===== src/hdl/fpalu_pkg.sv =====
// fpalu_pkg: shared types and constants for the q24.8 fixed-point alu
// item structs, operation codes, pipeline control struct
// no dependencies
package fpalu_pkg;

	localparam int FIELD_BITS    = 32;
	localparam int OP_BITS       = 3;
	localparam int FRAC_BITS_DEF = 8;
	localparam int WORD_BITS_DEF = 32;

	typedef enum logic [OP_BITS-1:0] {
		OP_ADD = 3'd0,
		OP_SUB = 3'd1,
		OP_MUL = 3'd2,
		OP_DIV = 3'd3,
		OP_MIN = 3'd4,
		OP_MAX = 3'd5
	} op_t;

	typedef struct packed {
		logic [OP_BITS-1:0]           operation;
		logic signed [FIELD_BITS-1:0] operand_a;
		logic signed [FIELD_BITS-1:0] operand_b;
	} in_item_t;

	typedef struct packed {
		logic signed [FIELD_BITS-1:0] result;
		logic                         a_less;
		logic                         a_equal;
		logic                         a_greater;
		logic                         divide_by_zero;
	} out_item_t;

	typedef struct packed {
		logic               valid;
		logic [OP_BITS-1:0] op;
		logic               a_less;
		logic               a_equal;
		logic               a_greater;
		logic               div_zero;
		logic               neg;
	} ctrl_t;

endpackage


===== src/hdl/fpalu_cell.sv =====
// fpalu_cell: one restoring divide step, one quotient bit per cell
// passes control and the non-divide result along unchanged
// depends on fpalu_pkg
module fpalu_cell import fpalu_pkg::*; #(
	parameter int WORD_BITS = WORD_BITS_DEF,
	parameter int FRAC_BITS = FRAC_BITS_DEF
) (
	input  logic                           clk,
	input  logic                           arst_n,
	input  logic                           en,
	input  ctrl_t                          ctrl_in,
	input  logic [WORD_BITS-1:0]           res_in,
	input  logic [WORD_BITS+FRAC_BITS-1:0] quo_in,
	input  logic [WORD_BITS-1:0]           rem_in,
	input  logic [WORD_BITS-1:0]           dvs_in,
	output ctrl_t                          ctrl_out,
	output logic [WORD_BITS-1:0]           res_out,
	output logic [WORD_BITS+FRAC_BITS-1:0] quo_out,
	output logic [WORD_BITS-1:0]           rem_out,
	output logic [WORD_BITS-1:0]           dvs_out
);

	localparam int N = WORD_BITS + FRAC_BITS;

	logic [WORD_BITS:0]   trial, diff;
	logic                 ge;
	logic [WORD_BITS-1:0] rem_next;

	ctrl_t                ctrl_q;
	logic [WORD_BITS-1:0] res_q, rem_q, dvs_q;
	logic [N-1:0]         quo_q;

	assign trial    = {rem_in, quo_in[N-1]};
	assign ge       = trial >= {1'b0, dvs_in};
	assign diff     = trial - {1'b0, dvs_in};
	assign rem_next = ge ? diff[WORD_BITS-1:0] : trial[WORD_BITS-1:0];

	always_ff @(posedge clk or negedge arst_n) begin
		if (!arst_n) begin
			ctrl_q <= '0;
		end else if (en) begin
			ctrl_q <= ctrl_in;
		end
	end

	always_ff @(posedge clk) begin
		if (en) begin
			res_q <= res_in;
			quo_q <= {quo_in[N-2:0], ge};
			rem_q <= rem_next;
			dvs_q <= dvs_in;
		end
	end

	assign ctrl_out = ctrl_q;
	assign res_out  = res_q;
	assign quo_out  = quo_q;
	assign rem_out  = rem_q;
	assign dvs_out  = dvs_q;

endmodule


===== config.mk =====
export PLATFORM = sky130hd
export DESIGN_NAME = fpalu_cell
export DESIGN_NICKNAME = d
export VERILOG_FILES = /design/src/hdl/fpalu_pkg.sv /design/src/hdl/fpalu_cell.sv
export SDC_FILE = /design/constraint.sdc
export NUM_CORES = 1
export LEC_CHECK = 0
export ABC_CLOCK_PERIOD_IN_PS = 1000
export BUFFER_PORTS_ARGS = -buffer_cell sky130_fd_sc_hd__buf_2
export CAP_MARGIN = 20
export CORE_ASPECT_RATIO = 1.2
export CORE_UTILIZATION = 32
export CTS_CLUSTER_SIZE = 40
export DETAILED_ROUTE_END_ITERATION = 8
export PLACE_DENSITY = 0.65
export SYNTH_ARGS = -nofsm -noshare
export SYNTH_HDL_FRONTEND = slang
export SYNTH_SLANG_ARGS = --single-unit

===== constraint.sdc =====
create_clock -name clk -period 1 [get_ports clk]
set_clock_uncertainty 0.2 [all_clocks]
set_input_delay 0.05 -clock clk [delete_from_list [all_inputs] [get_ports clk]]
set_output_delay 0.05 -clock clk [all_outputs]
set_load 0.005 [all_outputs]

# After elaboration in Yosys (flattened, before gate mapping)
# Cells that the tools add are included.
dict set report totals {
  ff_bits 145
  in_bits 148
  out_inout_bits 145
  wordCells 14
}
dict set report op_classes {
  add_sub_neg 1
  magnitude_cmp 1
  mux 1
}
# cell n
set op_table {}
lappend op_table {{$ge 33x32->1} 1}
lappend op_table {{$mux 32} 1}
lappend op_table {{$sub 32x32->32} 1}

# Logic depth before layout (Yosys ltp)
dict set report logic_depth {
  depth_word 2
  depth_mapped 13
  depth_no_buf 12
}

# Least setup slack after synthesis
# OpenSTA, ideal clock, no wires.
dict set report synth_path {
  path_kind {input -> register}
  start {input port dvs_in[7]}
  end {register rem_q[13], in the netlist rem_out[13], data pin}
  setup_time_ps 262
  arrival_ps 2559
  required_time_ps 538
  setup_slack_ps -2021
  cell_stages 12
  path_buffers 2
  path_cell_list {inv_1 -> ha_1 -> buf_2 -> nand4_1 -> or4_1 -> a21oi_1 -> nor3_1 -> a211oi_2 -> o21ai_2 -> o31ai_4 -> buf_4 -> mux2_1}
}
dict set report synth_via {
  elab_chain_cells 2
  elab_cells_between_ends 3
  classes_between {add/sub (1); order compare (1); mux (1)}
}
# element line
set synth_rtl {}
lappend synth_rtl {{start, declared} fpalu_cell.sv:15} ;# input logic [WORD_BITS-1:0] dvs_in,
lappend synth_rtl {{$sub 32x32->32 / $ge 33x32->1 (equally long branches)} {fpalu_cell.sv:35, fpalu_cell.sv:34}}
lappend synth_rtl {{$mux 32 (*)} fpalu_cell.sv:36} ;# assign rem_next = ge ? diff[WORD_BITS-1:0] : trial[WORD_BITS-1:0];
lappend synth_rtl {{named net rem_next[13]} fpalu_cell.sv:27} ;# logic [WORD_BITS-1:0] rem_next;
lappend synth_rtl {{end signal, assigned} fpalu_cell.sv:50} ;# rem_q <= rem_next;
lappend synth_rtl {{end, declared} fpalu_cell.sv:30} ;# logic [WORD_BITS-1:0] res_q, rem_q, dvs_q;
# The timed path passes the listed nets; every way through them passes the cells marked *.
# A chain may end at the register's enable or synchronous reset.

# Worst setup path after layout
dict set report layout_path {
  start {input port dvs_in[7]}
  end {register rem_q[10], in the netlist rem_out[10], data pin}
}
# Same word-level chain as after synthesis.

==> impl_metrics.tcl <==
set metrics [dict create \
    timing.hold.ws_ns -0.205 \
    drive_gt1_frac 0.493 \
    cp_slowest_cell "or4_4" \
    grt_antenna_before_repair 1 \
    drc 0 \
    max_clock_freq_mhz 384 \
    clk_path_buf_depth 2 \
    layout_setup_ws_ns -1.60 \
    syn_inst 500 \
    post-place-ws_ns -2.20 \
    yosysUniqueCellTypes 49 \
    vias 6159 \
    grt_use_met2 0.365 \
    vias_per_cell 4.57 \
    cts_made_buffers 17 \
    cts.sinks 145 \
    synth_compound_area_frac 0.111 \
    die_area_um2 21300 \
    crit_fanout 8 \
    max_cap_viol_count 0 \
    peakVddDrop_v 0.00105 \
    hold_path_class "input pin to flop" \
    setup_viol 323 \
    clk_pin_slew_ns 0.07 \
    wl_um 21400 \
    io_pins 293 \
    finalHoldViolCount 9 \
    clock_latency_ns 0.42 \
    htree_levels 4 \
    die_w_um 133 \
    yosys_register_bits 145 \
    p_leak_nw 5.35 \
    synth-main-ff-cell "edfxtp_1" \
    synthSimpleGateAreaFrac 0.0703 \
    busiest_layer "met2" \
    syn_avg_cell_area_um2 13.2 \
    grt_pass1_wl_um 31700 \
    crit_chain "buf_8 > inv_12 > ha_4 > nand4_1 > or4_4 > a21oi_4 > nor3_4 > a211oi_2 > o21ai_2 > o31ai_4 > buf_6 > mux2_4" \
    use_met3 0.0458 \
    synth_nets 681 \
    synth_edf_count 136 \
    place_hpwl_um 15100 \
    dieHeight_um 160 \
    start_util 0.327 \
    layout_worst_path_cycle_share 2.60 \
    slew_violations 0 \
    synth_most_common_cell "edfxtp_1" \
    grt_max_degree 51 \
    core_area_um2 20300 \
    cp_data_required_time_ns 0.97 \
    max-slew-margin-rel 0.636 \
    postLayoutCoreUtil 0.589 \
    overflow 0 \
    critPathKind "input pin to flop" \
    yosysTopAreaCellShare 0.617 \
    drt_iter0_drc 266 \
    status "finished with violations" \
    synth-adder-area-share 0.0635 \
    yosysWarnings 0 \
    power.density_cell_area_nw_per_um2 1530 \
    wire_per_inst_um 15.9 \
    ys_top_cells_by_area "edfxtp_1, ha_1, a21oi_1" \
    root_buffer "clkbuf_16" \
    crit_arrival_ns 2.58 \
    cpLargestDelayFamily "compound AO/OA/AOI/OAI gates" \
    grt_pass1_vias 6242 \
    final_nets 1251 \
    synth_mux_area_frac 0.0338 \
    ant_nets 0 \
    ys_async_sr_fraction 0.0621 \
    end_kind "flop" \
    netlist_area_um2 6620 \
    grt_use_total 0.196 \
    seq_area_frac_synth 0.651 \
    yosysTopAreaCell "edfxtp_1" \
    place_congestion 0.862 \
    syn2layout_area_growth_pct 80.2 \
    fin_tns_setup_ns -123.22 \
    rsz0062_at_grt "true" \
    violations "hold timing, setup timing" \
    worstPathBufferInverterCount 3 \
    fp-row-count 57 \
    cts_tree "done" \
    worstMarginPinSlew_ns 0.543 \
    io_buffers 292 \
    period_minus_slack_ns 2.60 \
    synth_commonest_cells "edfxtp_1, a21oi_1, inv_1" \
    synth_top_family_by_area "compound AO/OA/AOI/OAI gates" \
    worst_setup_path_start_kind "input pin" \
    use_met1 0.207 \
    worst_path_largest_cell_delay_ns 0.56 \
    synth_xor_area_frac 0.0357 \
    dr.pass1.iters 4 \
]
## registers in the layout, indices dropped and copies added, names as in the netlist
register and cells:
ctrl_out 9, rem_out 32, dvs_out 32, quo_out 40
res_out 32
## metal layers
layer,vias up,share of wire
met5,-,0
met4,0,0.027
met2,221,0.53
li1,2998,-
met3,33,0.054
met1,2907,0.39
## what timing repair did
action	in CTS	in global routing
pin swaps	17	17
endpoints found under the setup margin	178	332
setup buffers	12	7
hold buffers	137	4
cloned	1	1
resized for setup	52	34
hold endpoints to repair	277	81
## cells by family (layout without fill, tap and decap cells)
group / Yosys count / count (layout)
xor gates and xnor gates: 27 / 27
muxes: 20 / 20
other: 0 / 1
adders and majority gates: 33 / 33
buffers and inverters: 57 / 640
and+or+nand+nor: 99 / 99
DFF: 145 / 145
AOI/OAI and AO/OA: 119 / 119
## through the flow
stage | cell area, µm² | power, mW | cells
after floorplan | 6810 | 9.14 | 500
after global placement | 9450 | 11.0 | 1158
after detailed placement | 9450 | 11.0 | 1158
after CTS | 11700 | 18.2 | 1339
after global routing | 11900 | 19.0 | 1349
final | 11900 | 18.3 | 1349
## cell type report
cell class                      instances  area [µm²]
Clock inverter                         15         186
Timing Repair Buffer                  570        4110
Antenna cell                            1        2.50
Multi-Input combinational cell        298        2420
Sequential cell                       145        4310
Clock buffer                           17         425
Tap cell                              265         332
Inverter                               38         155
Fill cell                            1629        8320
## report_power, final
part           total (mW)  leakage, nW  switching, mW  internal (mW)
Clock                6.49        0.297           2.88           3.61
Combinational        4.26         3.61           1.90           2.36
Sequential           7.51         1.44          0.160           7.35
Total                18.3         5.35           4.94           13.3
## cells in the final DEF, fill, tap and decap left out, types with 4 or more instances in the layout
cell type | netlist | final
a21o_1 | 12 | 12
a21oi_1 | 56 | 42
a21oi_2 | 0 | 9
a21oi_4 | 0 | 5
a31oi_1 | 5 | 4
buf_12 | 0 | 8
buf_2 | 8 | 280
buf_4 | 3 | 121
buf_6 | 0 | 18
clkbuf_16 | 0 | 17
dfrtp_1 | 9 | 9
dlygate4sd3_1 | 0 | 140
edfxtp_1 | 136 | 136
ha_1 | 32 | 23
ha_4 | 0 | 9
inv_1 | 38 | 29
inv_2 | 0 | 8
inv_6 | 0 | 5
inv_8 | 0 | 5
mux2_2 | 15 | 9
mux2_4 | 0 | 10
nand2_1 | 26 | 25
nand3_1 | 8 | 8
nand4_1 | 8 | 8
nor2_1 | 35 | 29
nor2_2 | 0 | 5
o211ai_1 | 4 | 4
o21a_1 | 6 | 6
o21ai_0 | 16 | 13
xnor2_1 | 15 | 15
xor2_1 | 12 | 12
## path summary, 6_finish.rpt
kind                            depth (start not counted)                 endpoint  slack (ns)                     from
worst max-delay path                                   12    rem_out[10]$_DFFE_PP_       -1.60                dvs_in[7]
worst min-delay path                                    2     rem_out[6]$_DFFE_PP_       -0.21                rem_in[5]
worst max register to register                          2  ctrl_out[5]$_DFFE_PN0P_       -0.08  ctrl_out[5]$_DFFE_PN0P_
worst min register to register                          1  ctrl_out[0]$_DFFE_PN0P_        0.32  ctrl_out[0]$_DFFE_PN0P_
max in group asynchronous                               3  ctrl_out[7]$_DFFE_PN0P_        0.06                   arst_n
min in group asynchronous                               3  ctrl_out[3]$_DFFE_PN0P_        0.40                   arst_n
No activity file was read; power rests on OpenSTA's default activity.
