## config.mk

```make
export PLATFORM = sky130hd
export DESIGN_NAME = fpalu_front
export DESIGN_NICKNAME = d
export VERILOG_FILES = /design/src/hdl/fpalu_pkg.sv /design/src/hdl/fpalu_front.sv
export SDC_FILE = /design/constraint.sdc
export NUM_CORES = 2
export LEC_CHECK = 0
export BUFFER_PORTS_ARGS = -buffer_cell sky130_fd_sc_hd__clkbuf_2
export CAP_MARGIN = 20
export CORE_UTILIZATION = 50
export CTS_CLUSTER_DIAMETER = 120
export DETAILED_ROUTE_END_ITERATION = 10
export HOLD_SLACK_MARGIN = 0.15
export PLACE_DENSITY_LB_ADDON = 0.1
export REMOVE_ABC_BUFFERS = 1
export SLEW_MARGIN = 20
export SYNTH_ARGS = -nofsm -noshare
export SYNTH_HDL_FRONTEND = slang
export SYNTH_SLANG_ARGS = --single-unit
```

## constraint.sdc

```tcl
create_clock -name clk -period 4.8 [get_ports clk]
set_clock_uncertainty 0.15 [all_clocks]
set_input_delay 0.96 -clock clk [delete_from_list [all_inputs] [get_ports clk]]
set_output_delay 0.96 -clock clk [all_outputs]
set_load 0.03 [all_outputs]
```

## src/hdl/fpalu_pkg.sv

```systemverilog
// fpalu_pkg: shared types and constants for the q24.8 fixed-point alu
// item structs, operation codes, pipeline control struct
// no dependencies
package fpalu_pkg;

	localparam int FIELD_BITS    = 32;
	localparam int OP_BITS       = 3;
	localparam int FRAC_BITS_DEF = 8;
	localparam int WORD_BITS_DEF = 32;

	typedef enum logic [OP_BITS-1:0] {
		OP_ADD = 3'd0,
		OP_SUB = 3'd1,
		OP_MUL = 3'd2,
		OP_DIV = 3'd3,
		OP_MIN = 3'd4,
		OP_MAX = 3'd5
	} op_t;

	typedef struct packed {
		logic [OP_BITS-1:0]           operation;
		logic signed [FIELD_BITS-1:0] operand_a;
		logic signed [FIELD_BITS-1:0] operand_b;
	} in_item_t;

	typedef struct packed {
		logic signed [FIELD_BITS-1:0] result;
		logic                         a_less;
		logic                         a_equal;
		logic                         a_greater;
		logic                         divide_by_zero;
	} out_item_t;

	typedef struct packed {
		logic               valid;
		logic [OP_BITS-1:0] op;
		logic               a_less;
		logic               a_equal;
		logic               a_greater;
		logic               div_zero;
		logic               neg;
	} ctrl_t;

endpackage

```

## src/hdl/fpalu_front.sv

```systemverilog
// fpalu_front: operand decode, compare, add/sub/min/max and multiply
// two pipeline stages feeding the divider cell row
// depends on fpalu_pkg
module fpalu_front import fpalu_pkg::*; #(
	parameter int WORD_BITS = WORD_BITS_DEF,
	parameter int FRAC_BITS = FRAC_BITS_DEF
) (
	input  logic                           clk,
	input  logic                           arst_n,
	input  logic                           en,
	input  logic                           req_valid,
	input  in_item_t                       req,
	output ctrl_t                          ctrl,
	output logic [WORD_BITS-1:0]           res,
	output logic [WORD_BITS+FRAC_BITS-1:0] quo,
	output logic [WORD_BITS-1:0]           dvs
);

	logic signed [WORD_BITS-1:0]   a_w, b_w;
	logic [WORD_BITS-1:0]          mag_a, mag_b;
	logic [WORD_BITS-1:0]          simple;
	logic [2*WORD_BITS-1:0]        prod;
	logic                          lt, eq, gt;
	ctrl_t                         ctrl_c;

	ctrl_t                         ctrl_s1, ctrl_s2;
	logic [WORD_BITS-1:0]          simple_s1, mag_a_s1, mag_b_s1;
	logic signed [2*WORD_BITS-1:0] prod_s1;
	logic signed [2*WORD_BITS-1:0] prod_sh;
	logic [WORD_BITS-1:0]          res_s2, dvs_s2;
	logic [WORD_BITS+FRAC_BITS-1:0] quo_s2;

	assign a_w = req.operand_a[WORD_BITS-1:0];
	assign b_w = req.operand_b[WORD_BITS-1:0];

	assign lt = a_w < b_w;
	assign eq = a_w == b_w;
	assign gt = a_w > b_w;

	assign mag_a = a_w[WORD_BITS-1] ? (~a_w + 1'b1) : a_w;
	assign mag_b = b_w[WORD_BITS-1] ? (~b_w + 1'b1) : b_w;

	assign prod = (2*WORD_BITS)'(a_w * b_w);

	always_comb begin
		case (req.operation)
			OP_ADD:  simple = a_w + b_w;
			OP_SUB:  simple = a_w - b_w;
			OP_MIN:  simple = lt ? a_w : b_w;
			OP_MAX:  simple = gt ? a_w : b_w;
			default: simple = '0;
		endcase
	end

	always_comb begin
		ctrl_c           = '0;
		ctrl_c.valid     = req_valid;
		ctrl_c.op        = req.operation;
		ctrl_c.a_less    = lt;
		ctrl_c.a_equal   = eq;
		ctrl_c.a_greater = gt;
		ctrl_c.div_zero  = (req.operation == OP_DIV) && (b_w == '0);
		ctrl_c.neg       = a_w[WORD_BITS-1] ^ b_w[WORD_BITS-1];
	end

	assign prod_sh = prod_s1 >>> FRAC_BITS;

	always_ff @(posedge clk or negedge arst_n) begin
		if (!arst_n) begin
			ctrl_s1 <= '0;
			ctrl_s2 <= '0;
		end else if (en) begin
			ctrl_s1 <= ctrl_c;
			ctrl_s2 <= ctrl_s1;
		end
	end

	always_ff @(posedge clk) begin
		if (en) begin
			simple_s1 <= simple;
			prod_s1   <= prod;
			mag_a_s1  <= mag_a;
			mag_b_s1  <= mag_b;
			res_s2    <= (ctrl_s1.op == OP_MUL) ? prod_sh[WORD_BITS-1:0] : simple_s1;
			quo_s2    <= {mag_a_s1, {FRAC_BITS{1'b0}}};
			dvs_s2    <= mag_b_s1;
		end
	end

	assign ctrl = ctrl_s2;
	assign res  = res_s2;
	assign quo  = quo_s2;
	assign dvs  = dvs_s2;

endmodule

```

---- Word-level counts from Yosys, hierarchy flattened ----
Index checks and enable logic that the tools add are counted.
word-level totals
  register bits after elaboration ......... 250
  bits in latches ......................... 0
  memory bits (writable) .................. 0
  memory bits (read-only) ................. 0
  input port bits ......................... 71
  output and inout port bits .............. 113
  logic and storage cells ................. 48
  memories ................................ 0
operators by class
  $add $sub $neg .......................... 4
  $mul .................................... 1
  divide/modulo/power cells ............... 0
  order comparisons ....................... 2
  equality and inequality tests ........... 6
  shift-type cells ........................ 0
  multiplexer cells ....................... 6
  bitwise gates (word level) .............. 3
  reductions and logical operators ........ 3
operator list
  kind                                                 number
  case mux 32 bit (4 select lines)                     1
  2-to-1 mux 32 bit                                    3
  adder 32 x 1 -> 32 bit, second input constant        2
  inverter 32 bit                                      2
  2-to-1 mux 31 bit                                    2
  multiplier 32 x 32 -> 40 bit                         1
  adder 32 bit                                         1
  equality test 32 bit                                 1
  > comparator 32 bit                                  1
  logical NOT 32 bit                                   1
  less-than comparator 32 bit                          1
  subtractor 32 bit                                    1
  equality test 3 x 2 -> 1 bit, second input constant  2
  equality test 3 bit, second input constant           2
  equality test 3 x 1 -> 1 bit, second input constant  1
  logical NOT 3 bit                                    1
  logical AND 1 bit                                    1
  XOR 1 bit                                            1

---- Logic depth before layout (Yosys ltp) ----
  depth after elaboration ................. 3
  mapped depth ............................ 28
  gate-level depth less buffers ........... 26

---- Worst setup path before layout ----
OpenSTA, ideal clock, no wires.
  path type ............................... input to register
  from .................................... input port req[42] in the netlist's numbering
  to ...................................... register prod_s1[39] (data pin)
  setup time .............................. 0.262 ns
  arrival time ............................ 7.636 ns
  required time ........................... 4.388 ns
  setup slack ............................. -3.247 ns
  stages on the path ...................... 26
  buffers on the path ..................... 3
  path through ............................ clkbuf_1 -> clkbuf_1 -> clkbuf_1 -> nand2_1 -> fa_1 -> inv_1 -> fa_1 -> fa_1 -> inv_1 -> fa_1 -> inv_1 -> fa_1 -> fa_1 -> fa_1 -> fa_1 -> ha_1 -> a21oi_1 -> nand2_1 -> a221oi_1 -> o221a_2 -> o31ai_1 -> a21oi_1 -> nor2_1 -> o21a_1 -> o31ai_1 -> xnor2_1
on the way
  longest elaborated chain between the ends .. 1
RTL lines
  element                       line               RTL
  from (decl)                   fpalu_front.sv:12  input in_item_t req,
  multiplier 32 x 32 -> 40 bit  fpalu_front.sv:43  assign prod = (2*WORD_BITS)'(a_w * b_w);
  named net prod[39]            fpalu_front.sv:22  logic [2*WORD_BITS-1:0] prod;
  to (signal assigned)          fpalu_front.sv:81  prod_s1 <= prod;
  to (decl)                     fpalu_front.sv:28  logic signed [2*WORD_BITS-1:0] prod_s1;
The timed path passes the listed nets, and every way through them passes these cells.
A chain may end at the register's enable or synchronous reset.

---- Final worst setup path ----
  from .................................... input port req[4] in the netlist's numbering
  to ...................................... register prod_s1[39] (data pin)
The elaborated chain is that of the path after synthesis.

==> metrics.md <==
| Metric | Value |
|---|---|
| Worst path bufs/invs | 7 |
| Vias/cell | 5.42 |
| CTS buffer count | 27 |
| Fraction of layout cells with a size suffix above 1 | 0.229 |
| Placed Area | 41,300 um^2 |
| DRT iter0 DRCs | 2,166 |
| DP HPWL | 102,000 um |
| Vias after detailed routing | 27,700 |
| CTS Root Cell | clkbuf_16 |
| Area share of the largest cell type after synthesis | 0.357 |
| DP Cell Count | 5,041 |
| DRC viols | 0 |
| CTS tree | built |
| Worst slew pin tran | 1.02 ns |
| GPL Wtd Cong | 0.951 |
| Overall Global Routing Usage | 0.337 |
| # setup viols final | 32 |
| Clock tree sinks | 242 |
| WHS Path Cells | 0 |
| R2r setup slk | 2.63 ns |
| Slowest stage cell, crit path | fa_1 |
| Port buffer count | 175 |
| Die area | 73,300 um^2 |
| Largest net degree at the start of global routing | 125 |
| CP dominant cell by count | fa_1 |
| Slowest stage delay, CP | 0.56 ns |
| DR WL/cell | 23.6 um |
| Routed Antenna Nets | 0 |
| Mapped Cells | 3,650 |
| RSZ-0062 raised after global routing | yes |
| HP Class | flip-flop to flip-flop |
| Grt ovf | 0 |
| First-pass iteration count of the detailed router | 6 |
| Synthesized area | 36,100 um^2 |
| FP Rows | 98 |
| CP max FO | 8 |
| Final worst path period need | 7.42 ns |
| Non-Filler Instances | 5,121 |
| CTS Buffer Depth | 3 |
| Pre-CTS WS | -3.65 ns |
| IO Pins | 184 |
| Post-synthesis register bit count | 242 |
| Post-layout nets | 5,082 |
| Failing checks | setup timing |
| Max H-tree Level | 1 |
| P&R area growth vs syn | 21.0% |
| R2R Path End | res[18]$_DFFE_PP_ |
| Worst hold margin | 0.257 ns |
| Ranking of synthesized cells by area | fa_1 36%, edfxtp_1 19%, ha_1 7.6% |
| Sequential standard cell area | 7180 um^2 |
| Worst Min Path Start | mag_a_s1[30]$_DFFE_PP_ |
| Starting Density | 0.505 |
| Worst r2r src | ctrl_s1[5]$_DFFE_PN0P_ |
| Distinct cells, synth | 74 |
| Max cap viols | 0 |
| Post-synth EDFFs | 224 |
| Worst endpoint required time | 4.97 ns |
| Die Wd | 271 um |
| Clock Pin Slew Worst Setup and Hold Paths | 0.06 ns |
| Delay-heaviest family, CP | adder cells |
| Min-Delay Endpoint | quo[38]$_DFFE_PP_ |
| Global-route wire length before repair | 183,000 um |
| Core box area | 71,500 um^2 |
| Final period utilization | 1.55 |
| Initial antenna violation count | 10 |
| Final worst setup slack | -2.62 ns |
| Worst reg2reg path depth | 3 |
| # fillers | 6,060 |
| Final count of hold timing violations | 0 |
| Max Fclk | 0.135 GHz |
| Design area | 43,700 um^2 |
| Clk_lat worst skew | 0.61 ns |
| Asr flop ratio synth | 0.0744 |
| Post-synthesis sequential area ratio | 0.199 |
| CP Launch Type | input pin |
| Critical path endpoint category | flip-flop |
| Slew Limit Fails | 0 |
| Synth warn | 0 |
| Vias in the first global route | 29,700 |
| Die height | 271 um |
| Multi-input gate area | 26,400 um^2 |
| Crit Path Class | input pin to flip-flop |
| Outcome | finished with violations |
| Synth area leader | fa_1 |
| Final wirelength | 121,000 um |
| Top_reg_cell synth | edfxtp_1 |
| Avg Inst Size Synth | 9.90 um^2 |
| Slew margin rel. | 0.318 |
| WP data arrival | 7.60 ns |
-- cell usage in the layout, fill, tap and decap left out, drive strengths merged, types with 12 or more instances in the layout --
cell type / netlist / layout
mux2i: 20 / 20
a21o: 17 / 17
a21oi: 88 / 88
clkbuf: 205 / 199
inv: 699 / 705
buf: 21 / 516
clkinv: 4 / 13
nand2: 326 / 326
nand3: 19 / 19
fa: 644 / 644
mux2: 49 / 49
o31ai: 32 / 32
a211oi: 12 / 12
o21ai: 83 / 83
nor2: 148 / 148
xor2: 27 / 27
or3: 19 / 19
xnor2: 144 / 144
nand4: 15 / 15
ha: 220 / 220
nor3: 20 / 20
dfrtp: 18 / 18
edfxtp: 224 / 224
a22oi: 12 / 12
nand2b: 19 / 19
or4: 12 / 12
nor2b: 16 / 16
and2: 413 / 413
-- worst max path at each step --
stage	to	from	cells past startpoint
floorplan	prod_s1[39]$_DFFE_PP_	req[5]	24
global placement	prod_s1[39]$_DFFE_PP_	req[3]	27
detailed placement	prod_s1[32]$_DFFE_PP_	req[3]	30
CTS	prod_s1[39]$_DFFE_PP_	req[43]	28
global route	prod_s1[31]$_DFFE_PP_	req[47]	28
finish	prod_s1[39]$_DFFE_PP_	req[4]	27
-- layer usage --
metal | vias up | global-route usage | part of all wire
li1 | 12200 | - | -
met5 | - | 0 | 0
met3 | 229 | 0.0331 | 0.056
met4 | 0 | 0.129 | 0.045
met2 | 876 | 0.563 | 0.49
met1 | 14400 | 0.452 | 0.41
-- Yosys cell counts (5+ instances only) --
library cell / n
or2_2: 7
o41ai_1: 7
and2_1: 413
o21bai_1: 5
mux2_2: 49
buf_4: 8
o21ai_0: 83
nand2_1: 326
o22ai_1: 6
a21oi_1: 88
nor3_1: 20
or4_1: 10
inv_1: 695
a21o_1: 17
xor2_1: 27
xnor2_1: 144
or3_1: 17
o221ai_1: 6
a31oi_1: 5
ha_1: 220
buf_1: 10
nor4_1: 7
mux2i_1: 20
o211ai_1: 9
edfxtp_1: 224
o21a_1: 11
clkbuf_1: 205
a22oi_1: 12
nand3_1: 19
a221oi_1: 5
nand4_1: 14
fa_1: 644
o22a_1: 6
o31ai_1: 32
nor2_1: 148
nor2b_1: 16
nand2b_1: 19
dfrtp_1: 18
a211oi_1: 12
-- kinds of logic after synthesis --
group	count (synthesis)	synth area share
simple gates	1034	0.147
other cells	1	0.000104
fa+ha+maj	864	0.433
flops	242	0.199
buf+inv	929	0.0979
compound gates	340	0.0613
mux	69	0.0208
xor+xnor	171	0.0415
-- state kept, by name, summed over array words and instances, names as in the netlist, 32 cells and up --
register / flops
res: 32
mag_b_s1: 32
quo: 32
mag_a_s1: 32
simple_s1: 32
prod_s1: 32
dvs: 32
-- what timing repair did --
action                     CTS  global route
hold buffers                 1             0
gates resized for setup    180           100
setup endpoints to repair   34            34
buffers inserted            21            13
hold endpoints to repair     1             0
pin swaps                   86            56
-- metrics by stage --
stage	TNS, ns	utilization
6_report	-68.92	0.612
3_3_place_gp	-105.44	0.577
2_1_floorplan	-64.25	-
5_1_grt	-72.45	0.612
3_5_place_dp	-109.80	0.577
4_1_cts	-65.28	0.604
-- area by class of cell --
| type | count | area share |
|---|---|---|
| multi-input combinational | 2486 | 0.603 |
| timing repair buffer | 687 | 0.123 |
| inverter | 703 | 0.0605 |
| tap | 950 | 0.0272 |
| sequential | 242 | 0.164 |
| clock inverter | 21 | 0.00635 |
| antenna | 3 | 0.000172 |
| clock buffer | 29 | 0.0156 |
Power is left out: the tool's default activity adds up to more than one toggle a clock period on the data nets, which glitch-free logic cannot reach.
