--- config.mk ---
export PLATFORM = sky130hd
export DESIGN_NAME = fpalu_back
export DESIGN_NICKNAME = d
export VERILOG_FILES = /design/src/hdl/fpalu_pkg.sv /design/src/hdl/fpalu_back.sv
export SDC_FILE = /design/constraint.sdc
export NUM_CORES = 1
export LEC_CHECK = 0
export BUFFER_PORTS_ARGS = -buffer_cell sky130_fd_sc_hd__buf_2
export CELL_PAD_IN_SITES_DETAIL_PLACEMENT = 0
export CELL_PAD_IN_SITES_GLOBAL_PLACEMENT = 1
export CORE_MARGIN = 10
export CORE_UTILIZATION = 40
export DETAILED_ROUTE_END_ITERATION = 16
export PLACE_DENSITY = 0.91
export SYNTH_ARGS = -nofsm -noshare
export SYNTH_HDL_FRONTEND = slang
export SYNTH_SLANG_ARGS = --single-unit
--- constraint.sdc ---
create_clock -name clk -period 4.7 [get_ports clk]
set_input_delay 1.41 -clock clk [delete_from_list [all_inputs] [get_ports clk]]
set_output_delay 1.41 -clock clk [all_outputs]
set_load 0.1 [all_outputs]
--- src/hdl/fpalu_pkg.sv ---
// fpalu_pkg: shared types and constants for the q24.8 fixed-point alu
// item structs, operation codes, pipeline control struct
// no dependencies
package fpalu_pkg;

	localparam int FIELD_BITS    = 32;
	localparam int OP_BITS       = 3;
	localparam int FRAC_BITS_DEF = 8;
	localparam int WORD_BITS_DEF = 32;

	typedef enum logic [OP_BITS-1:0] {
		OP_ADD = 3'd0,
		OP_SUB = 3'd1,
		OP_MUL = 3'd2,
		OP_DIV = 3'd3,
		OP_MIN = 3'd4,
		OP_MAX = 3'd5
	} op_t;

	typedef struct packed {
		logic [OP_BITS-1:0]           operation;
		logic signed [FIELD_BITS-1:0] operand_a;
		logic signed [FIELD_BITS-1:0] operand_b;
	} in_item_t;

	typedef struct packed {
		logic signed [FIELD_BITS-1:0] result;
		logic                         a_less;
		logic                         a_equal;
		logic                         a_greater;
		logic                         divide_by_zero;
	} out_item_t;

	typedef struct packed {
		logic               valid;
		logic [OP_BITS-1:0] op;
		logic               a_less;
		logic               a_equal;
		logic               a_greater;
		logic               div_zero;
		logic               neg;
	} ctrl_t;

endpackage

--- src/hdl/fpalu_back.sv ---
// fpalu_back: quotient sign fix, result select, output register and skid stage
// drives the pipeline advance enable
// depends on fpalu_pkg
module fpalu_back import fpalu_pkg::*; #(
	parameter int WORD_BITS = WORD_BITS_DEF,
	parameter int FRAC_BITS = FRAC_BITS_DEF
) (
	input  logic                           clk,
	input  logic                           arst_n,
	input  ctrl_t                          ctrl,
	input  logic [WORD_BITS-1:0]           res,
	input  logic [WORD_BITS+FRAC_BITS-1:0] quo,
	output logic                           en,
	output logic                           rsp_valid,
	input  logic                           rsp_ready,
	output out_item_t                      rsp
);

	logic [WORD_BITS-1:0]        q_low, q_signed;
	logic signed [WORD_BITS-1:0] fin;
	out_item_t                   item;
	logic                        push, take;

	out_item_t                   out_q, sk_q;
	logic                        out_valid_q, sk_valid_q;

	assign q_low    = quo[WORD_BITS-1:0];
	assign q_signed = ctrl.neg ? (~q_low + 1'b1) : q_low;

	always_comb begin
		if (ctrl.div_zero) begin
			fin = '0;
		end else if (ctrl.op == OP_DIV) begin
			fin = q_signed;
		end else begin
			fin = res;
		end
	end

	always_comb begin
		item                = '0;
		item.result         = FIELD_BITS'(fin);
		item.a_less         = ctrl.a_less;
		item.a_equal        = ctrl.a_equal;
		item.a_greater      = ctrl.a_greater;
		item.divide_by_zero = ctrl.div_zero;
	end

	assign en   = ~sk_valid_q;
	assign push = en & ctrl.valid;
	assign take = out_valid_q & rsp_ready;

	always_ff @(posedge clk or negedge arst_n) begin
		if (!arst_n) begin
			out_valid_q <= 1'b0;
			sk_valid_q  <= 1'b0;
		end else if (take || !out_valid_q) begin
			if (sk_valid_q) begin
				out_valid_q <= 1'b1;
				sk_valid_q  <= 1'b0;
			end else begin
				out_valid_q <= push;
			end
		end else if (push) begin
			sk_valid_q <= 1'b1;
		end
	end

	always_ff @(posedge clk) begin
		if (take || !out_valid_q) begin
			if (sk_valid_q) begin
				out_q <= sk_q;
			end else if (push) begin
				out_q <= item;
			end
		end else if (push) begin
			sk_q <= item;
		end
	end

	assign rsp_valid = out_valid_q;
	assign rsp       = out_q;

endmodule

Word level (Yosys, flattened, before mapping)
Cells that the tools add are included.

Register bits after elaboration: 74. Bits of input ports: 84. Output and inout port bits: 38. Logic and storage cells: 33.

Add/sub/neg operators: 1. Eq/ne operators: 1. Multiplexer cells: 8. Bitwise logic cells: 5. Reductions and logical operators: 6.

Operators with widths (number): 2-to-1 mux 32 bit (3); 2-to-1 mux 36 bit (2); adder 32 x 1 -> 32 bit, second input constant (1); NOT 32 bit (1); AND reduction 2 bit (2); nonzero test 2 bit (2); equality test 3 x 2 -> 1 bit, second input constant (1); 2-to-1 mux 1 bit (3); bitwise AND 1 bit (2); NOT 1 bit (2); zero test 1 bit (1); logical OR 1 bit (1).

Logic depth before layout (Yosys ltp)
Gate-level depths: netlist (run 1).

Word-level depth: 7. Mapped depth: 9. Mapped depth without buffers: 8.

Least setup slack after synthesis (run 1)
OpenSTA, ideal clock, no wires.

Path kind: in2reg. From: input rsp_ready. To: register sk_q[0] (netlist name) (enable). Setup time: 482 ps. Data arrival time: 4321 ps. Data required time: 4218 ps. Path slack: -103 ps. Cell stages on the path: 2. Buffers on the path: 0. Cells stage by stage: nand2b_1 nor3b_1.

Cells in the longest elaborated chain, start to end: 4.

RTL lines: start, declared (RTL line fpalu_back.sv:15) `input logic rsp_ready,`; bitwise AND 1 bit (RTL line fpalu_back.sv:51) `assign take = out_valid_q & rsp_ready;`; logical OR 1 bit (RTL line fpalu_back.sv:70) `if (take || !out_valid_q) begin`; NOT 1 bit (no source line); AND reduction 2 bit (no source line); end signal, assigned (RTL line fpalu_back.sv:77) `sk_q <= item;`; end, declared (RTL line fpalu_back.sv:24) `out_item_t out_q, sk_q;`.

No other way between the ends. A chain may end at the register's enable or synchronous reset.

Worst setup path in the final report (run 1)
From: input quo[10]. To: register out_q (netlist bit rsp[28]) (data pin).

Cells in the longest elaborated chain, start to end: 7.

RTL lines: start, declared (RTL line fpalu_back.sv:12) `input logic [WORD_BITS+FRAC_BITS-1:0] quo,`; NOT 32 bit (RTL line fpalu_back.sv:28) `assign q_signed = ctrl.neg ? (~q_low + 1'b1) : q_low;`; adder 32 x 1 -> 32 bit (RTL line fpalu_back.sv:28); 2-to-1 mux 32 bit (RTL line fpalu_back.sv:28); 2-to-1 mux 32 bit (RTL line fpalu_back.sv:33) `end else if (ctrl.op == OP_DIV) begin`; 2-to-1 mux 32 bit (RTL line fpalu_back.sv:31) `if (ctrl.div_zero) begin`; via fin[24] (RTL line fpalu_back.sv:20) `logic signed [WORD_BITS-1:0] fin;`; 2-to-1 mux 36 bit (RTL line fpalu_back.sv:73) `end else if (push) begin`; 2-to-1 mux 36 bit (RTL line fpalu_back.sv:71) `if (sk_valid_q) begin`; end signal, assigned (RTL line fpalu_back.sv:72) `out_q <= sk_q;`; end signal, assigned (RTL line fpalu_back.sv:74) `out_q <= item;`; end, declared (RTL line fpalu_back.sv:24).

The timed path passes the listed nets, and every way through them passes these cells. The select of a mux whose other input is x is not followed.

==> results of run 1 <==
-- stage by stage --
stage / instance area (sq um) / hold WS (ns) / power (uW) / setup slack (ns)
3_5_place_dp: 4720 / 0.518 / 1280 / 0.656
2_1_floorplan: 4030 / 0.493 / 1170 / 1.04
6_report: 4890 / 0.532 / 1710 / 1.03
5_1_grt: 4890 / 0.552 / 1790 / 0.880
4_1_cts: 4890 / 0.534 / 1730 / 1.04
3_3_place_gp: 4720 / 0.512 / 1270 / 0.685
-- final cells by class --
type                            count  share of cell area
Multi-Input combinational cell    265               0.351
Clock buffer                       15              0.0360
Tap cell                          133              0.0340
Timing Repair Buffer              118               0.123
Inverter                            5             0.00383
Sequential cell                    74               0.452
-- registers in the layout (all words and copies together) (netlist names) --
| name | flops |
|---|---|
| rsp | 36 |
| sk_q | 36 |
| sk_valid_q | 1 |
| rsp_valid | 1 |
-- synthesized netlist by cell type (2+ instances only) --
library cell	instances
o31ai_1	9
or2_2	14
xor2_1	12
or3_1	7
or4_1	6
mux2i_1	12
and3_1	3
nand3_1	8
o22a_1	5
nor3b_1	2
nor2_1	50
buf_1	2
o41ai_1	6
xnor2_1	7
a21oi_1	15
buf_2	2
nand4_1	3
o22ai_1	3
nand2_1	25
o21ai_0	12
dfrtp_1	2
a211oi_1	11
edfxtp_1	72
clkbuf_1	19
nand2b_1	3
mux2_2	19
inv_1	5
nor3_1	17
nor4_1	6
-- layout by cell type (no fill, tap or decap), types with 5 or more instances in the layout --
cell type	n
nand2_1	25
buf_2	113
or4_1	6
xor2_1	12
a21oi_1	15
inv_1	5
nor2_1	49
mux2i_1	12
nor4_1	6
buf_4	5
or2_2	14
clkbuf_8	12
o31ai_1	9
o21ai_0	12
or3_1	7
a211oi_1	11
nor3_1	17
mux2_2	19
o22a_1	5
xnor2_1	7
edfxtp_1	72
o41ai_1	6
nand3_1	8
-- worst register-to-register path, delay by kind of cell, from the launching register on --
| kind | cells | cell delay (ns) |
|---|---|---|
| simple gates | 2 | 1.02 |
| buf+inv | 1 | 0.30 |
| flops | 1 | 0.34 |
-- power breakdown --
group | switching, uW | internal, uW
clock | 222 | 233
sequential | 10.1 | 785
combinational | 355 | 108
total | 588 | 1130
-- worst max path at each step --
stage	startpoint	to	slack, ns	cells after the start
floorplan	rsp_ready	rsp[0]$_DFFE_PP_	1.04	2
global placement	quo[10]	rsp[28]$_DFFE_PP_	0.68	7
detailed placement	quo[10]	rsp[28]$_DFFE_PP_	0.66	7
CTS	quo[10]	rsp[28]$_DFFE_PP_	1.04	7
global route	quo[0]	sk_q[32]$_DFFE_PP_	0.88	9
finish	quo[10]	rsp[28]$_DFFE_PP_	1.03	7
-- cells by family after synthesis --
family / synth area share
xor gates and xnor gates: 0.0414
adders and majority gates: 0.00311
DFF: 0.550
muxes: 0.0868
AOI/OAI and AO/OA: 0.110
buffers and inverters: 0.0286
and+or+nand+nor: 0.180
-- layer usage --
| layer | wire, um | track usage | vias to the layer above |
|---|---|---|---|
| met3 | 963 | 0.0558 | 7 |
| met5 | 0 | 0 | - |
| li1 | - | - | 1581 |
| met1 | 4640 | 0.184 | 1528 |
| met4 | 76 | 0.0460 | 0 |
| met2 | 5390 | 0.250 | 108 |
==> impl_metrics.env, run 1 <==
export IMPL_synth_edf_count=72
export IMPL_cp_max_fo=9
export IMPL_clk_latency_ns=0.35
export IMPL_post_cts_buffers=0
export IMPL_regArea_sq_um=2210
export IMPL_syn_nets=453
export IMPL_synthCells=368
export IMPL_grt_remaining_overflow=0
export IMPL_multi_input_area_sq_um=1720
export IMPL_status="finished clean"
export IMPL_reg2reg_setup_slack_ns=2.65
export IMPL_die_w_um=120
export IMPL_yosysTopAreaCellShare=0.537
export IMPL_cts_tree="yes"
export IMPL_crit_arrival_ns=3.77
export IMPL_numCtsBuffers=9
export IMPL_diodes=0
export IMPL_synthDistinctLibCells=40
export IMPL_cp_buffers_inverters=1
export IMPL_avgRoutedWirePerCell_um=18.2
export IMPL_required_ns=4.81
export IMPL_io_pins=122
export IMPL_nets=558
export IMPL_grt_antenna_before_repair=0
export IMPL_htreeDepth=3
export IMPL_grt_pass1_wl_mm=17.5
export IMPL_place_hpwl_mm=8.19
export IMPL_maxCapViolations=0
export IMPL_cp_cell_sequence="buf_2 -> or4_4 -> or4_1 -> o31ai_4 -> xor2_1 -> a211oi_1 -> mux2_4"
export IMPL_post_cts_resized=0
export IMPL_clock_skew_ns=0.00616
export IMPL_p_per_area_nw_per_um2=350
export IMPL_drt_iter0_markers=209
export IMPL_remaining_drc_errors=0
export IMPL_clock_fmax_ghz=0.273
export IMPL_core_sq_um=9770
export IMPL_worst_pin_slew_ns=1.08
export IMPL_firstDrtPassIters=4
export IMPL_dp_cells=595
export IMPL_ys_seq_area_frac=0.550
export IMPL_drive_above_1_share=0.356
export IMPL_die_y_um=120
export IMPL_start_util=0.412
export IMPL_ys_top_cells_by_area="edfxtp_1 54%, mux2_2 5.3%, nor2_1 4.7%"
export IMPL_clockBufferDepth=2
export IMPL_grt_use_total=0.153
export IMPL_crit_path_end_kind="register"
export IMPL_synth_warnings=0
export IMPL_min_to="rsp[24]$_DFFE_PP_"
export IMPL_leakagePower_uw=0.00190
export IMPL_fillers=912
export IMPL_ant_nets=0
export IMPL_r2r_start="sk_valid_q$_DFFE_PN0P_"
export IMPL_grt_pass1_vias=3243
export IMPL_holdCritStartpoint="sk_q[24]$_DFFE_PP_"
export IMPL_portBuffers=113
export IMPL_cts_hold_buf=0
export IMPL_slew_headroom=0.275
export IMPL_rows=36
export IMPL_critical_path_max_stage_delay_ns=0.74
export IMPL_routed_wl_mm=11.1
export IMPL_cts_sinks=74
export IMPL_area_growth_pct=21.6
export IMPL_cp_top_family="simple AND/OR/NAND/NOR gates"
export IMPL_synth_top_area_cell="edfxtp_1"
export IMPL_synth_ff_type="edfxtp_1"
export IMPL_min_period_ns=3.67
export IMPL_holdPathStages=2
export IMPL_fin_tns_setup_ns=0
export IMPL_final_period_utilization=0.781
export IMPL_r2r_end="rsp[5]$_DFFE_PP_"
export IMPL_ys_seq_elements=74
export IMPL_vias_per_cell=5.29
export IMPL_grt_max_degree=37
export IMPL_setup_viol=0
export IMPL_critical_path_class="input port to register"
export IMPL_vdd_drop_max_uv=139
export IMPL_cp_slowest_cell="or4_1"
export IMPL_hold_violations=0
export IMPL_synth_area_sq_um=4020
export IMPL_place_gp_congestion=0.882
export IMPL_syn_avg_cell_area_sq_um=10.9
export IMPL_rsz0062_at_grt="false"
export IMPL_crit_path_start_kind="input port"
export IMPL_fin_util=0.501
export IMPL_finalMaxSlewViolations=0
export IMPL_fin_cells=610
export IMPL_die_area_sq_um=14500
export IMPL_rr_worst_depth=3
export IMPL_cts_root_buf="clkbuf_8"
export IMPL_via_count=3224
export IMPL_path_clk_slew_ns=0.08
export IMPL_hold_path_class="register to register"
export IMPL_synthArstFlopShare=0.0270
(Power assumes the default switching activity.)
==> inputs of run 2 (changes only) <==
clock period = 3.4 ns   (was 4.7 ns; I/O delays follow)
==> impl_metrics.env, run 2 (synthesis results as in run 1) <==
export IMPL_r2r_end="rsp[8]$_DFFE_PP_"
export IMPL_vdd_drop_max_uv=207
export IMPL_rsz0062_at_grt="false"
export IMPL_mostFrequentLayoutCells="113 x buf_2, 72 x edfxtp_1, 49 x nor2_1"
export IMPL_cp_slowest_cell="or4_1"
export IMPL_grt_pass1_vias=3438
export IMPL_power_total_uw=2340
export IMPL_place_gp_congestion=0.895
export IMPL_maxCapViolations=0
export IMPL_dp_cells=627
export IMPL_hold_path_class="input port to async pin"
export IMPL_crit_arrival_ns=3.38
export IMPL_clock_skew_ns=0.00433
export IMPL_io_pins=122
export IMPL_post_cts_buffers=0
export IMPL_required_ns=3.63
export IMPL_avgRoutedWirePerCell_um=18.0
export IMPL_startpoint="quo[16]"
export IMPL_die_y_um=120
export IMPL_cp_cell_sequence="buf_2 -> or4_1 -> or4_1 -> buf_4 -> o31ai_4 -> xor2_1 -> a211oi_1 -> mux2_4"
export IMPL_leakagePower_uw=0.00204
export IMPL_core_sq_um=9770
export IMPL_p_per_area_nw_per_um2=459
export IMPL_portBuffers=113
export IMPL_post_cts_resized=0
export IMPL_diodes=0
export IMPL_clockBufferDepth=2
export IMPL_critical_path_class="input port to register"
export IMPL_drive_above_1_share=0.392
export IMPL_status="finished clean"
export IMPL_r2r_start="sk_valid_q$_DFFE_PN0P_"
export IMPL_numCtsBuffers=9
export IMPL_critical_path_max_stage_delay_ns=0.57
export IMPL_cts_sinks=74
export IMPL_nets=590
export IMPL_fin_cells=643
export IMPL_drt_iter0_markers=234
export IMPL_finalMaxSlewViolations=0
export IMPL_min_period_ns=3.15
export IMPL_rows=36
export IMPL_htreeDepth=3
export IMPL_grt_pass1_wl_mm=18.4
export IMPL_endpoint="rsp[28]$_DFFE_PP_"
export IMPL_grt_antenna_before_repair=0
export IMPL_hold_violations=0
export IMPL_fin_tns_setup_ns=0
export IMPL_via_count=3376
export IMPL_mostFrequentLayoutCell="buf_2"
export IMPL_crit_path_start_kind="input port"
export IMPL_grt_use_total=0.160
export IMPL_area_growth_pct=27.0
export IMPL_routed_wl_mm=11.6
export IMPL_ant_nets=0
export IMPL_cts_hold_buf=0
export IMPL_clock_fmax_ghz=0.317
export IMPL_cts_root_buf="clkbuf_8"
export IMPL_setup_viol=0
export IMPL_final_period_utilization=0.927
export IMPL_reg2reg_setup_slack_ns=1.62
export IMPL_die_w_um=120
export IMPL_grt_remaining_overflow=0
export IMPL_path_clk_slew_ns=0.07
export IMPL_cp_buffers_inverters=2
export IMPL_slew_headroom=0.651
export IMPL_die_area_sq_um=14500
export IMPL_worst_pin_slew_ns=0.528
export IMPL_vias_per_cell=5.25
export IMPL_crit_path_end_kind="register"
export IMPL_crit_top_cell="or4_1"
export IMPL_path_depth=8
export IMPL_rr_worst_depth=4
export IMPL_cp_top_family="simple AND/OR/NAND/NOR gates"
export IMPL_place_hpwl_mm=8.68
export IMPL_grt_max_degree=37
export IMPL_clk_latency_ns=0.35
export IMPL_start_util=0.412
export IMPL_remaining_drc_errors=0
export IMPL_cp_max_fo=9
export IMPL_firstDrtPassIters=4
export IMPL_fin_util=0.523
export IMPL_cts_tree="yes"
## run 2: cell count changes in the layout (fill, tap and decap cells not counted), sizes merged
cell,before,now
clkinv,0,1
buf,118,150
## run 2: metrics by stage
| stage | worst slack (ns) | hold WS, ns | instance area [sq um] |
|---|---|---|---|
| 3_5_place_dp | -0.123 | 0.515 | 4960 |
| 6_report | 0.248 | 0.435 | 5110 |
| 4_1_cts | 0.235 | 0.427 | 5110 |
| 5_1_grt | 0.0738 | 0.421 | 5110 |
| 3_3_place_gp | -0.0894 | 0.511 | 4960 |
| 2_1_floorplan | 0.126 | 0.493 | 4030 |
## run 2: power breakdown
part / switching, uW / total, uW / internal (uW)
Combinational: 497 / 663 / 166
Clock: 317 / 583 / 266
Sequential: 15.2 / 1100 / 1080
Total: 829 / 2340 / 1520
## run 2: worst min-delay path by stage
stage / from / end / slack (ns) / cells after the start
after floorplan: sk_q[12]$_DFFE_PP_ / rsp[12]$_DFFE_PP_ / 0.49 / 2
after global placement: sk_q[34]$_DFFE_PP_ / rsp[34]$_DFFE_PP_ / 0.51 / 2
after detailed placement: sk_q[15]$_DFFE_PP_ / rsp[15]$_DFFE_PP_ / 0.51 / 2
after CTS: arst_n / sk_valid_q$_DFFE_PN0P_ / 0.43 / 1
after global routing: arst_n / rsp_valid$_DFFE_PN0N_ / 0.42 / 1
final: arst_n / rsp_valid$_DFFE_PN0N_ / 0.44 / 1
## run 2: layer usage
layer / GRT usage / wire, um / vias up
met5: 0 / 0 / -
met4: 0.0490 / 146 / 0
met1: 0.192 / 4940 / 1617
li1: - / - / 1648
met3: 0.0582 / 964 / 11
met2: 0.262 / 5530 / 100
## run 2: final cells by class
| class | instances | area, sq um |
|---|---|---|
| clock buffers | 15 | 146 |
| well taps | 133 | 166 |
| clock inverters | 1 | 5.00 |
| flip-flops and latches | 74 | 2210 |
| repair buffers | 150 | 843 |
| fillers | 916 | 4660 |
| multi-input cells | 265 | 1720 |
| inverters | 5 | 18.8 |
